$ cat src/hdl/pid_controller_clamped_defines.svh
// Assertion macros shared by the clamped PID controller RTL.
// No dependencies; included by the modules that carry assertions.
`ifndef PID_CONTROLLER_CLAMPED_DEFINES_SVH
`define PID_CONTROLLER_CLAMPED_DEFINES_SVH

`ifndef NO_ASSERTIONS

// Implication in the same cycle, disabled during reset.
`define PID_ASSERT_NOW(label, clk, rst_n, ante, cons) \
    label: assert property (@(posedge clk) disable iff (!rst_n) (ante) |-> (cons)) \
        else $error("pid assertion failed");

// Implication in the next cycle, disabled during reset.
`define PID_ASSERT_NEXT(label, clk, rst_n, ante, cons) \
    label: assert property (@(posedge clk) disable iff (!rst_n) (ante) |=> (cons)) \
        else $error("pid assertion failed");

`else

`define PID_ASSERT_NOW(label, clk, rst_n, ante, cons)
`define PID_ASSERT_NEXT(label, clk, rst_n, ante, cons)

`endif

`endif

$ cat src/hdl/pid_pkg.sv
// Shared types and constants for the clamped PID controller.
// No dependencies; used by the controller, datapath and divider.
`timescale 1ns / 1ps

package pid_pkg;

    // Configuration register indexes
    localparam logic [1:0] REG_GAIN_P  = 2'd0;
    localparam logic [1:0] REG_GAIN_I  = 2'd1;
    localparam logic [1:0] REG_GAIN_D  = 2'd2;
    localparam logic [1:0] REG_MAX_OUT = 2'd3;

    localparam logic [15:0] RST_GAIN_P  = 16'd1792;
    localparam logic [15:0] RST_GAIN_I  = 16'd1536;
    localparam logic [15:0] RST_GAIN_D  = 16'd768;
    localparam logic [14:0] RST_MAX_OUT = 15'd255;

    // Shared multiplier operand selects
    localparam logic [2:0] MUL_ERR_DT = 3'd0;
    localparam logic [2:0] MUL_ILO    = 3'd1;
    localparam logic [2:0] MUL_IHI    = 3'd2;
    localparam logic [2:0] MUL_P      = 3'd3;
    localparam logic [2:0] MUL_D      = 3'd4;

    // Accumulator operations
    localparam logic [1:0] ACC_NONE  = 2'd0;
    localparam logic [1:0] ACC_LOAD  = 2'd1;
    localparam logic [1:0] ACC_ITERM = 2'd2;
    localparam logic [1:0] ACC_ADD   = 2'd3;

    localparam int DIV_STEPS = 16;

    localparam logic signed [47:0] INTEG_MAX = 48'sh7FFF_FFFF_FFFF;
    localparam logic signed [47:0] INTEG_MIN = 48'sh8000_0000_0000;
    localparam logic signed [63:0] ITERM_LIM = 64'sh0000_0100_0000_0000;

    typedef struct packed {
        logic       load_in;
        logic       mul_en;
        logic [2:0] mul_sel;
        logic       integ_upd;
        logic [1:0] acc_op;
        logic       div_start;
        logic       out_load;
    } t_cmd;

    typedef struct packed {
        logic div_busy;
    } t_stat;

endpackage

$ cat src/hdl/pid_controller_clamped.sv
// Clamped PID controller, top level: sequencer plus datapath.
// From request accept to o_out_valid the sequencer waits on the 16-step derivative
// divider, except with zero elapsed time, when the divider does not run.
// One request in flight: a new one is taken only once the last is done, also while
// a finished result still waits in the output register.
// Reset (synchronous, active low) restores default gains and clears the state.
`timescale 1ns / 1ps

module pid_controller_clamped (
    input  logic               i_clk,
    input  logic               i_rst_n,
    // configuration write port
    input  logic               i_cfg_we,
    input  logic [1:0]         i_cfg_index,
    input  logic [15:0]        i_cfg_data,
    // request channel
    input  logic               i_in_valid,
    output logic               o_in_ready,
    input  logic signed [15:0] i_target_value,
    input  logic signed [15:0] i_measured_value,
    input  logic [31:0]        i_now_us,
    // result channel
    output logic               o_out_valid,
    input  logic               i_out_ready,
    output logic signed [15:0] o_drive_out,
    output logic               o_clamped
);
    import pid_pkg::*;

    t_cmd  cmd;
    t_stat stat;

    // Sequencer: walks one request through the shared multiplier in this order:
    // error*dt into the saturating integral, integral*Ki in two halves, limit,
    // add error*Kp, wait for the divider, add derivative*Kd, clamp and hold
    // the result until the output register is free.
    pid_ctrl u_ctrl (
        .i_clk       (i_clk),
        .i_rst_n     (i_rst_n),
        .i_in_valid  (i_in_valid),
        .o_in_ready  (o_in_ready),
        .o_out_valid (o_out_valid),
        .i_out_ready (i_out_ready),
        .i_stat      (stat),
        .o_cmd       (cmd)
    );

    // Datapath: configuration registers, integral, last timestamp, previous
    // measurement, one 33x17 multiplier with registered product, a 43-bit
    // accumulator in Q27.16 and the output register.
    pid_dpath u_dpath (
        .i_clk            (i_clk),
        .i_rst_n          (i_rst_n),
        .i_cfg_we         (i_cfg_we),
        .i_cfg_index      (i_cfg_index),
        .i_cfg_data       (i_cfg_data),
        .i_target_value   (i_target_value),
        .i_measured_value (i_measured_value),
        .i_now_us         (i_now_us),
        .i_cmd            (cmd),
        .o_stat           (stat),
        .o_drive_out      (o_drive_out),
        .o_clamped        (o_clamped)
    );

endmodule

$ cat src/hdl/pid_div.sv
// Restoring divider for the derivative term: 17-bit signed dividend by 32-bit
// unsigned divisor, truncated toward zero, one quotient bit per cycle. Uses pid_pkg.
`timescale 1ns / 1ps

module pid_div (
    input  logic               i_clk,
    input  logic               i_rst_n,
    input  logic               i_start,
    input  logic signed [16:0] i_num,
    input  logic [31:0]        i_den,
    output logic               o_busy,
    output logic signed [16:0] o_quot
);
    import pid_pkg::*;

    localparam int CNT_W = $clog2(DIV_STEPS);

    logic             r_busy;
    logic [CNT_W-1:0] r_cnt;
    logic             r_neg;
    logic [15:0]      r_num;
    logic [31:0]      r_den;
    logic [31:0]      r_rem;
    logic [15:0]      r_q;

    logic [16:0] num_mag;
    logic [32:0] rem_sh;
    logic        ge;
    logic [32:0] rem_sub;
    logic [31:0] n_rem;

    always_comb begin
        num_mag = i_num[16] ? (17'd0 - i_num) : i_num;
        rem_sh  = {r_rem, r_num[15]};
        ge      = (rem_sh >= {1'b0, r_den});
        rem_sub = rem_sh - {1'b0, r_den};
        n_rem   = ge ? rem_sub[31:0] : rem_sh[31:0];
    end

    always_ff @(posedge i_clk) begin
        if (!i_rst_n) begin
            r_busy <= 1'b0;
            r_cnt  <= '0;
        end else if (i_start) begin
            r_busy <= (i_den != 32'd0);
            r_cnt  <= '0;
        end else if (r_busy) begin
            r_cnt <= r_cnt + 1'b1;
            if (r_cnt == CNT_W'(DIV_STEPS - 1)) begin
                r_busy <= 1'b0;
            end
        end
    end

    always_ff @(posedge i_clk) begin
        if (i_start) begin
            r_neg <= i_num[16];
            r_num <= num_mag[15:0];
            r_den <= i_den;
            r_rem <= '0;
            r_q   <= '0;
        end else if (r_busy) begin
            r_rem <= n_rem;
            r_num <= {r_num[14:0], 1'b0};
            r_q   <= {r_q[14:0], ge};
        end
    end

    assign o_busy = r_busy;
    assign o_quot = r_neg ? (17'sd0 - $signed({1'b0, r_q})) : $signed({1'b0, r_q});

endmodule

$ cat src/hdl/pid_dpath.sv
// Datapath of the clamped PID controller: configuration registers, loop state,
// shared 33x17 multiplier, accumulator, output clamp. Uses pid_pkg and pid_div.
`timescale 1ns / 1ps

module pid_dpath (
    input  logic               i_clk,
    input  logic               i_rst_n,
    input  logic               i_cfg_we,
    input  logic [1:0]         i_cfg_index,
    input  logic [15:0]        i_cfg_data,
    input  logic signed [15:0] i_target_value,
    input  logic signed [15:0] i_measured_value,
    input  logic [31:0]        i_now_us,
    input  pid_pkg::t_cmd      i_cmd,
    output pid_pkg::t_stat     o_stat,
    output logic signed [15:0] o_drive_out,
    output logic               o_clamped
);
    import pid_pkg::*;

    logic [15:0]        r_gain_p;
    logic [15:0]        r_gain_i;
    logic [15:0]        r_gain_d;
    logic [14:0]        r_max_out;
    logic signed [47:0] r_integ;
    logic [31:0]        r_last_ts;
    logic signed [15:0] r_prev_meas;

    logic signed [16:0] r_err;
    logic signed [16:0] r_dnum;
    logic [31:0]        r_dt;
    logic signed [49:0] r_prod;
    logic signed [42:0] r_acc;
    logic signed [15:0] r_drive;
    logic               r_clamped;

    logic signed [32:0] mul_a;
    logic signed [16:0] mul_b;
    logic signed [49:0] mul_res;
    logic signed [50:0] integ_sum;
    logic signed [47:0] n_integ;
    logic signed [63:0] iterm;
    logic signed [63:0] iterm_sat;
    logic signed [42:0] lim;
    logic signed [42:0] n_acc;
    logic signed [15:0] n_drive;
    logic               n_clamped;
    logic signed [16:0] quot;
    logic               div_busy;

    // Derivative divider
    pid_div u_div (
        .i_clk   (i_clk),
        .i_rst_n (i_rst_n),
        .i_start (i_cmd.div_start),
        .i_num   (r_dnum),
        .i_den   (r_dt),
        .o_busy  (div_busy),
        .o_quot  (quot)
    );

    assign o_stat.div_busy = div_busy;

    // Operand select for the shared multiplier
    always_comb begin
        case (i_cmd.mul_sel)
            MUL_ERR_DT: begin
                mul_a = $signed({1'b0, r_dt});
                mul_b = r_err;
            end
            MUL_ILO: begin
                mul_a = $signed({9'd0, r_integ[23:0]});
                mul_b = $signed({1'b0, r_gain_i});
            end
            MUL_IHI: begin
                mul_a = {{9{r_integ[47]}}, r_integ[47:24]};
                mul_b = $signed({1'b0, r_gain_i});
            end
            MUL_P: begin
                mul_a = {{16{r_err[16]}}, r_err};
                mul_b = $signed({1'b0, r_gain_p});
            end
            MUL_D: begin
                mul_a = {{16{quot[16]}}, quot};
                mul_b = $signed({1'b0, r_gain_d});
            end
            default: begin
                mul_a = '0;
                mul_b = '0;
            end
        endcase
        mul_res = mul_a * mul_b;
    end

    // Saturating integral update
    always_comb begin
        integ_sum = {{3{r_integ[47]}}, r_integ} + {r_prod[49], r_prod};
        if (integ_sum[50:47] == 4'b0000 || integ_sum[50:47] == 4'b1111) begin
            n_integ = integ_sum[47:0];
        end else if (integ_sum[50]) begin
            n_integ = INTEG_MIN;
        end else begin
            n_integ = INTEG_MAX;
        end
    end

    // Accumulator: integral term is hi*gain<<24 + lo*gain, then limited
    always_comb begin
        iterm = ({{14{r_prod[49]}}, r_prod} <<< 24) + {{21{r_acc[42]}}, r_acc};
        if (iterm > ITERM_LIM) begin
            iterm_sat = ITERM_LIM;
        end else if (iterm < -ITERM_LIM) begin
            iterm_sat = -ITERM_LIM;
        end else begin
            iterm_sat = iterm;
        end
        case (i_cmd.acc_op)
            ACC_LOAD:  n_acc = r_prod[42:0];
            ACC_ITERM: n_acc = iterm_sat[42:0];
            ACC_ADD:   n_acc = r_acc + r_prod[42:0];
            default:   n_acc = r_acc;
        endcase
    end

    // Output clamp, floor of Q27.16 sum otherwise
    always_comb begin
        lim = $signed({12'd0, r_max_out, 16'd0});
        if (r_acc > lim) begin
            n_drive   = $signed({1'b0, r_max_out});
            n_clamped = 1'b1;
        end else if (r_acc < -lim) begin
            n_drive   = 16'sd0 - $signed({1'b0, r_max_out});
            n_clamped = 1'b1;
        end else begin
            n_drive   = r_acc[31:16];
            n_clamped = 1'b0;
        end
    end

    always_ff @(posedge i_clk) begin
        if (!i_rst_n) begin
            r_gain_p    <= RST_GAIN_P;
            r_gain_i    <= RST_GAIN_I;
            r_gain_d    <= RST_GAIN_D;
            r_max_out   <= RST_MAX_OUT;
            r_integ     <= '0;
            r_last_ts   <= '0;
            r_prev_meas <= '0;
        end else begin
            if (i_cfg_we) begin
                case (i_cfg_index)
                    REG_GAIN_P:  r_gain_p  <= i_cfg_data;
                    REG_GAIN_I:  r_gain_i  <= i_cfg_data;
                    REG_GAIN_D:  r_gain_d  <= i_cfg_data;
                    REG_MAX_OUT: r_max_out <= i_cfg_data[14:0];
                    default: ;
                endcase
            end
            if (i_cmd.load_in) begin
                r_last_ts   <= i_now_us;
                r_prev_meas <= i_measured_value;
            end
            if (i_cmd.integ_upd) begin
                r_integ <= n_integ;
            end
        end
    end

    always_ff @(posedge i_clk) begin
        if (i_cmd.load_in) begin
            r_err  <= {i_target_value[15], i_target_value}
                      - {i_measured_value[15], i_measured_value};
            r_dnum <= {r_prev_meas[15], r_prev_meas}
                      - {i_measured_value[15], i_measured_value};
            r_dt   <= i_now_us - r_last_ts;
        end
        if (i_cmd.mul_en) begin
            r_prod <= mul_res;
        end
        r_acc <= n_acc;
        if (i_cmd.out_load) begin
            r_drive   <= n_drive;
            r_clamped <= n_clamped;
        end
    end

    assign o_drive_out = r_drive;
    assign o_clamped   = r_clamped;

endmodule

$ cat src/hdl/pid_ctrl.sv
// Sequencer of the clamped PID controller: steps the datapath through one
// request and owns both handshakes. Uses pid_pkg and the assertion macros.
`timescale 1ns / 1ps
`include "pid_controller_clamped_defines.svh"

module pid_ctrl (
    input  logic           i_clk,
    input  logic           i_rst_n,
    input  logic           i_in_valid,
    output logic           o_in_ready,
    output logic           o_out_valid,
    input  logic           i_out_ready,
    input  pid_pkg::t_stat i_stat,
    output pid_pkg::t_cmd  o_cmd
);
    import pid_pkg::*;

    localparam logic [3:0] S_IDLE = 4'd0;
    localparam logic [3:0] S_MI   = 4'd1;
    localparam logic [3:0] S_IACC = 4'd2;
    localparam logic [3:0] S_MLO  = 4'd3;
    localparam logic [3:0] S_MHI  = 4'd4;
    localparam logic [3:0] S_IT   = 4'd5;
    localparam logic [3:0] S_P    = 4'd6;
    localparam logic [3:0] S_WDIV = 4'd7;
    localparam logic [3:0] S_D    = 4'd8;
    localparam logic [3:0] S_DA   = 4'd9;
    localparam logic [3:0] S_OUT  = 4'd10;

    logic [3:0] r_state;
    logic [3:0] n_state;
    logic       r_out_valid;
    logic       n_out_valid;
    logic       out_free;
    t_cmd       cmd;

    assign out_free = !r_out_valid || i_out_ready;

    always_comb begin
        n_state     = r_state;
        cmd         = '0;
        n_out_valid = r_out_valid && !i_out_ready;
        case (r_state)
            S_IDLE: begin
                if (i_in_valid) begin
                    cmd.load_in = 1'b1;
                    n_state     = S_MI;
                end
            end
            S_MI: begin
                cmd.mul_en    = 1'b1;
                cmd.mul_sel   = MUL_ERR_DT;
                cmd.div_start = 1'b1;
                n_state       = S_IACC;
            end
            S_IACC: begin
                cmd.integ_upd = 1'b1;
                n_state       = S_MLO;
            end
            S_MLO: begin
                cmd.mul_en  = 1'b1;
                cmd.mul_sel = MUL_ILO;
                n_state     = S_MHI;
            end
            S_MHI: begin
                cmd.acc_op  = ACC_LOAD;
                cmd.mul_en  = 1'b1;
                cmd.mul_sel = MUL_IHI;
                n_state     = S_IT;
            end
            S_IT: begin
                cmd.acc_op  = ACC_ITERM;
                cmd.mul_en  = 1'b1;
                cmd.mul_sel = MUL_P;
                n_state     = S_P;
            end
            S_P: begin
                cmd.acc_op = ACC_ADD;
                n_state    = S_WDIV;
            end
            S_WDIV: begin
                if (!i_stat.div_busy) begin
                    n_state = S_D;
                end
            end
            S_D: begin
                cmd.mul_en  = 1'b1;
                cmd.mul_sel = MUL_D;
                n_state     = S_DA;
            end
            S_DA: begin
                cmd.acc_op = ACC_ADD;
                n_state    = S_OUT;
            end
            S_OUT: begin
                if (out_free) begin
                    cmd.out_load = 1'b1;
                    n_out_valid  = 1'b1;
                    n_state      = S_IDLE;
                end
            end
            default: n_state = S_IDLE;
        endcase
    end

    always_ff @(posedge i_clk) begin
        if (!i_rst_n) begin
            r_state     <= S_IDLE;
            r_out_valid <= 1'b0;
        end else begin
            r_state     <= n_state;
            r_out_valid <= n_out_valid;
        end
    end

    assign o_in_ready  = (r_state == S_IDLE);
    assign o_out_valid = r_out_valid;
    assign o_cmd       = cmd;

    `PID_ASSERT_NOW(a_load_free, i_clk, i_rst_n, cmd.out_load, !r_out_valid || i_out_ready)
    `PID_ASSERT_NOW(a_start_idle, i_clk, i_rst_n, cmd.div_start, !i_stat.div_busy)
    `PID_ASSERT_NEXT(a_wait_div, i_clk, i_rst_n, r_state == S_WDIV && i_stat.div_busy, r_state == S_WDIV)
    `PID_ASSERT_NEXT(a_accept_go, i_clk, i_rst_n, i_in_valid && o_in_ready, r_state == S_MI && !o_in_ready)

endmodule
$ cat config.mk
export PLATFORM = sky130hd
export DESIGN_NAME = pid_controller_clamped
export DESIGN_NICKNAME = d
export VERILOG_FILES = /design/src/hdl/pid_pkg.sv /design/src/hdl/pid_controller_clamped.sv /design/src/hdl/pid_div.sv /design/src/hdl/pid_dpath.sv /design/src/hdl/pid_ctrl.sv
export VERILOG_INCLUDE_DIRS = /design/src /design/src/hdl
export SDC_FILE = /design/constraint.sdc
export NUM_CORES = 2
export LEC_CHECK = 0
export BUFFER_PORTS_ARGS = -buffer_cell sky130_fd_sc_hd__buf_4
export CAP_MARGIN = 20
export CORE_UTILIZATION = 35
export DETAILED_ROUTE_END_ITERATION = 8
export PLACE_DENSITY = 0.55
export SKIP_LAST_GASP = 1
export SYNTH_ARGS = -nofsm -noshare
export SYNTH_HDL_FRONTEND = slang
export SYNTH_SLANG_ARGS = --single-unit
export TNS_END_PERCENT = 10
$ cat constraint.sdc
create_clock -name i_clk -period 12.7 [get_ports i_clk]
set_input_delay 1.905 -clock i_clk [delete_from_list [all_inputs] [get_ports i_clk]]
set_output_delay 1.905 -clock i_clk [all_outputs]
set_load 0.05 [all_outputs]
==> flow_metrics.env <==
export IMPL_status="finished clean"
export IMPL_ctsResizeCount=0
export IMPL_drive_gt1_frac=0.0560
export IMPL_num_antenna_cells=0
export IMPL_initial_utilization=0.353
export IMPL_area_growth_pct=9.76
export IMPL_cp_required_ps=13110
export IMPL_synth_top_cell_by_area="fa_1"
export IMPL_nets=6712
export IMPL_dr_first_iter_drc_count=3274
export IMPL_grt_use_total=0.221
export IMPL_critical_path_peak_fanout=19
export IMPL_fillers=14400
export IMPL_crit_path_max_incr_delay_ps=780
export IMPL_end_kind="flip-flop"
export IMPL_first_pass_iters=7
export IMPL_io_pins=106
export IMPL_drcViolationCount=0
export IMPL_synth_top_area_frac=0.220
export IMPL_routabilityCongestion=0.960
export IMPL_wirelength_mm=157
export IMPL_synth_edf_count=225
export IMPL_worst_path_buf_inv=5
export IMPL_grt_max_degree=86
export IMPL_drt_vias_per_instance=5.34
export IMPL_clock_sinks=442
export IMPL_setup_viol_count_final=0
export IMPL_period_minus_slack_ps=10380
export IMPL_grt_pass1_wl_mm=241
export IMPL_clockRootBuffer="clkbuf_16"
export IMPL_critPathLaunchType="flip-flop"
export IMPL_clkTransAtPathRegs_ps=70
export IMPL_ys_types=88
export IMPL_detail_route_wl_per_cell_um=20.7
export IMPL_post_cts_setup_buffers=0
export IMPL_synth_nets=6722
export IMPL_synth_area_sq_um=49400
export IMPL_min_delay_path_class="flip-flop to flip-flop"
export IMPL_die_h_um=378
export IMPL_globalRoute_totalOverflow=0
export IMPL_dieArea_sq_um=143000
export IMPL_arrival_ps=10790
export IMPL_yosysWarnings=0
export IMPL_io_buffers=105
export IMPL_clock_latency_ps=660
export IMPL_yosys_top_cells_area="fa_1 (22%), edfxtp_1 (14%), ha_1 (9.8%)"
export IMPL_cpMaxStageDelayCell="a21oi_1"
export IMPL_fmax_mhz=96.4
export IMPL_core_sq_um=140000
export IMPL_grt_setup_unrepaired="no"
export IMPL_yosysSeqAreaShare=0.225
export IMPL_cts_htree_levels=2
export IMPL_synth_ff_type="edfxtp_1"
export IMPL_finalHoldViolations=0
export IMPL_die_x_um=378
export IMPL_cts_hold_buffers_added=0
export IMPL_tns_ps=0
export IMPL_crit_top_cell="fa_1"
export IMPL_worst_pin_slew_ps=1080
export IMPL_ant_nets=0
export IMPL_cts_buffers=52
export IMPL_fin_crit_sh=0.817
export IMPL_drv_cap=0
export IMPL_synth_seq_cells=442
export IMPL_finClkSkew_ps=77.4
export IMPL_cp_top_family="adder cells"
export IMPL_max_slew_margin=0.278
export IMPL_num_rows=137
export IMPL_slew_viol_final=0
export IMPL_syn_avg_cell_area_sq_um=8.67
export IMPL_grt_pass1_vias=39700
export IMPL_async_flop_share=0
export IMPL_synthCells=5703
export IMPL_cts_tree="yes"
export IMPL_cts_buffer_depth=3
export IMPL_vias=40600
export IMPL_critPathKind="flip-flop to flip-flop"
export IMPL_place_hpwl_mm=124
export IMPL_antenna_found_initial=6
[Yosys cell counts (58+ instances only)]
cell      instances
clkbuf_1        208
a21o_1          135
inv_1           767
nand2_1         715
edfxtp_1        225
mux2i_1          58
o21ai_0         271
nand3_1         105
ha_1            389
nor2_1          546
a21boi_0        121
nor3_1           62
fa_1            543
dfxtp_1         217
xor2_1           94
xnor2_1         180
a21oi_1         329
[worst reg2reg max path: cells and delay by family (launching register included)]
kind | cells | cell delay [ps]
DFF | 1 | 370
AOI/OAI and AO/OA | 9 | 3060
and+or+nand+nor | 12 | 2820
xor gates and xnor gates | 1 | 70
buffers and inverters | 5 | 450
adders and majority gates | 7 | 3360
[worst paths after layout]
kind | from | to | slack (ps) | cells past startpoint
min reg2reg | u_dpath.r_last_ts[8] | u_dpath.r_last_ts[8] | 460 | 2
max | u_dpath.u_div.r_q[2] | u_dpath.r_prod[47] | 2320 | 34
min | u_dpath.r_last_ts[8] | u_dpath.r_last_ts[8] | 460 | 2
max reg2reg | u_dpath.u_div.r_q[2] | u_dpath.r_prod[47] | 2320 | 34
[sequential cells by signal, indices dropped and copies added (netlist names), 4 cells and up]
register,count
u_ctrl.r_state,4
u_dpath.o_drive_out,16
u_dpath.r_acc,43
u_dpath.r_dnum,17
u_dpath.r_dt,32
u_dpath.r_err,17
u_dpath.r_gain_d,16
u_dpath.r_gain_i,16
u_dpath.r_gain_p,16
u_dpath.r_integ,48
u_dpath.r_last_ts,32
u_dpath.r_max_out,15
u_dpath.r_prev_meas,16
u_dpath.r_prod,50
u_dpath.u_div.r_cnt,4
u_dpath.u_div.r_den,32
u_dpath.u_div.r_num,16
u_dpath.u_div.r_q,16
u_dpath.u_div.r_rem,32
[area by class of cell]
class / count / area, sq um / share of cell area
clock inverter: 37 / 510 / 0.00941
timing repair buffer: 166 / 1260 / 0.0232
tap: 1876 / 2350 / 0.0433
clock buffer: 61 / 1390 / 0.0256
sequential: 442 / 11100 / 0.205
multi-input combinational: 4264 / 34800 / 0.641
inverter: 767 / 2880 / 0.0531
[per-stage QoR]
| step | cell area, sq um | worst slack [ps] | hold slack (ps) | utilization | std cells |
|---|---|---|---|---|---|
| finish | 54200 | 2320 | 463 | 0.388 | 7613 |
| global route | 54200 | 1870 | 483 | 0.388 | 7613 |
| CTS | 54200 | 1970 | 467 | 0.388 | 7611 |
| detailed placement | 52300 | 1960 | 458 | 0.374 | 7513 |
| global placement | 52300 | 2110 | 451 | 0.374 | 7513 |
| floorplan | 49400 | 3760 | 439 | - | 5703 |
[logic make-up (layout without fill, tap and decap cells)]
family / count (synthesis) / count (layout) / share of synthesized area
compound gates: 1246 / 1246 / 0.164
xor+xnor: 274 / 274 / 0.0486
fa+ha+maj: 932 / 932 / 0.318
buf+inv: 997 / 1031 / 0.0761
flops: 442 / 442 / 0.225
mux: 59 / 59 / 0.0120
simple gates: 1753 / 1753 / 0.156
[placed cells by master, fill, tap and decap left out, types with 21 or more instances in the layout]
master | netlist | layout
a211oi_1 | 30 | 29
a21o_1 | 135 | 135
nor4_1 | 22 | 22
buf_4 | 0 | 164
fa_1 | 543 | 543
a21oi_1 | 329 | 325
clkbuf_16 | 0 | 53
a21boi_0 | 121 | 121
nor2_1 | 546 | 543
o21ai_0 | 271 | 270
mux2i_1 | 58 | 58
nand2_1 | 715 | 712
o211ai_1 | 38 | 38
or3_1 | 30 | 30
xnor2_1 | 180 | 180
edfxtp_1 | 225 | 225
and3_1 | 44 | 44
a31oi_1 | 35 | 34
o21a_1 | 40 | 40
dfxtp_1 | 217 | 216
nor2b_1 | 41 | 41
and2_1 | 28 | 27
ha_1 | 389 | 389
nor3_1 | 62 | 58
nand4_1 | 42 | 42
xor2_1 | 94 | 94
inv_1 | 767 | 765
nand3_1 | 105 | 105
nand2b_1 | 53 | 53
o21bai_1 | 38 | 38
a221o_1 | 21 | 21
a222oi_1 | 28 | 28
[layer usage]
metal / GRT usage / part of all wire / vias up
met5: 0 / 0.000083 / -
met4: 0.0796 / 0.039 / 2
met3: 0.0276 / 0.062 / 236
met2: 0.350 / 0.45 / 1264
met1: 0.308 / 0.45 / 20000
li1: - / - / 19100
Power is not shown: default switching activity piles up to over one toggle a cycle in this logic, so the estimate is an artifact.
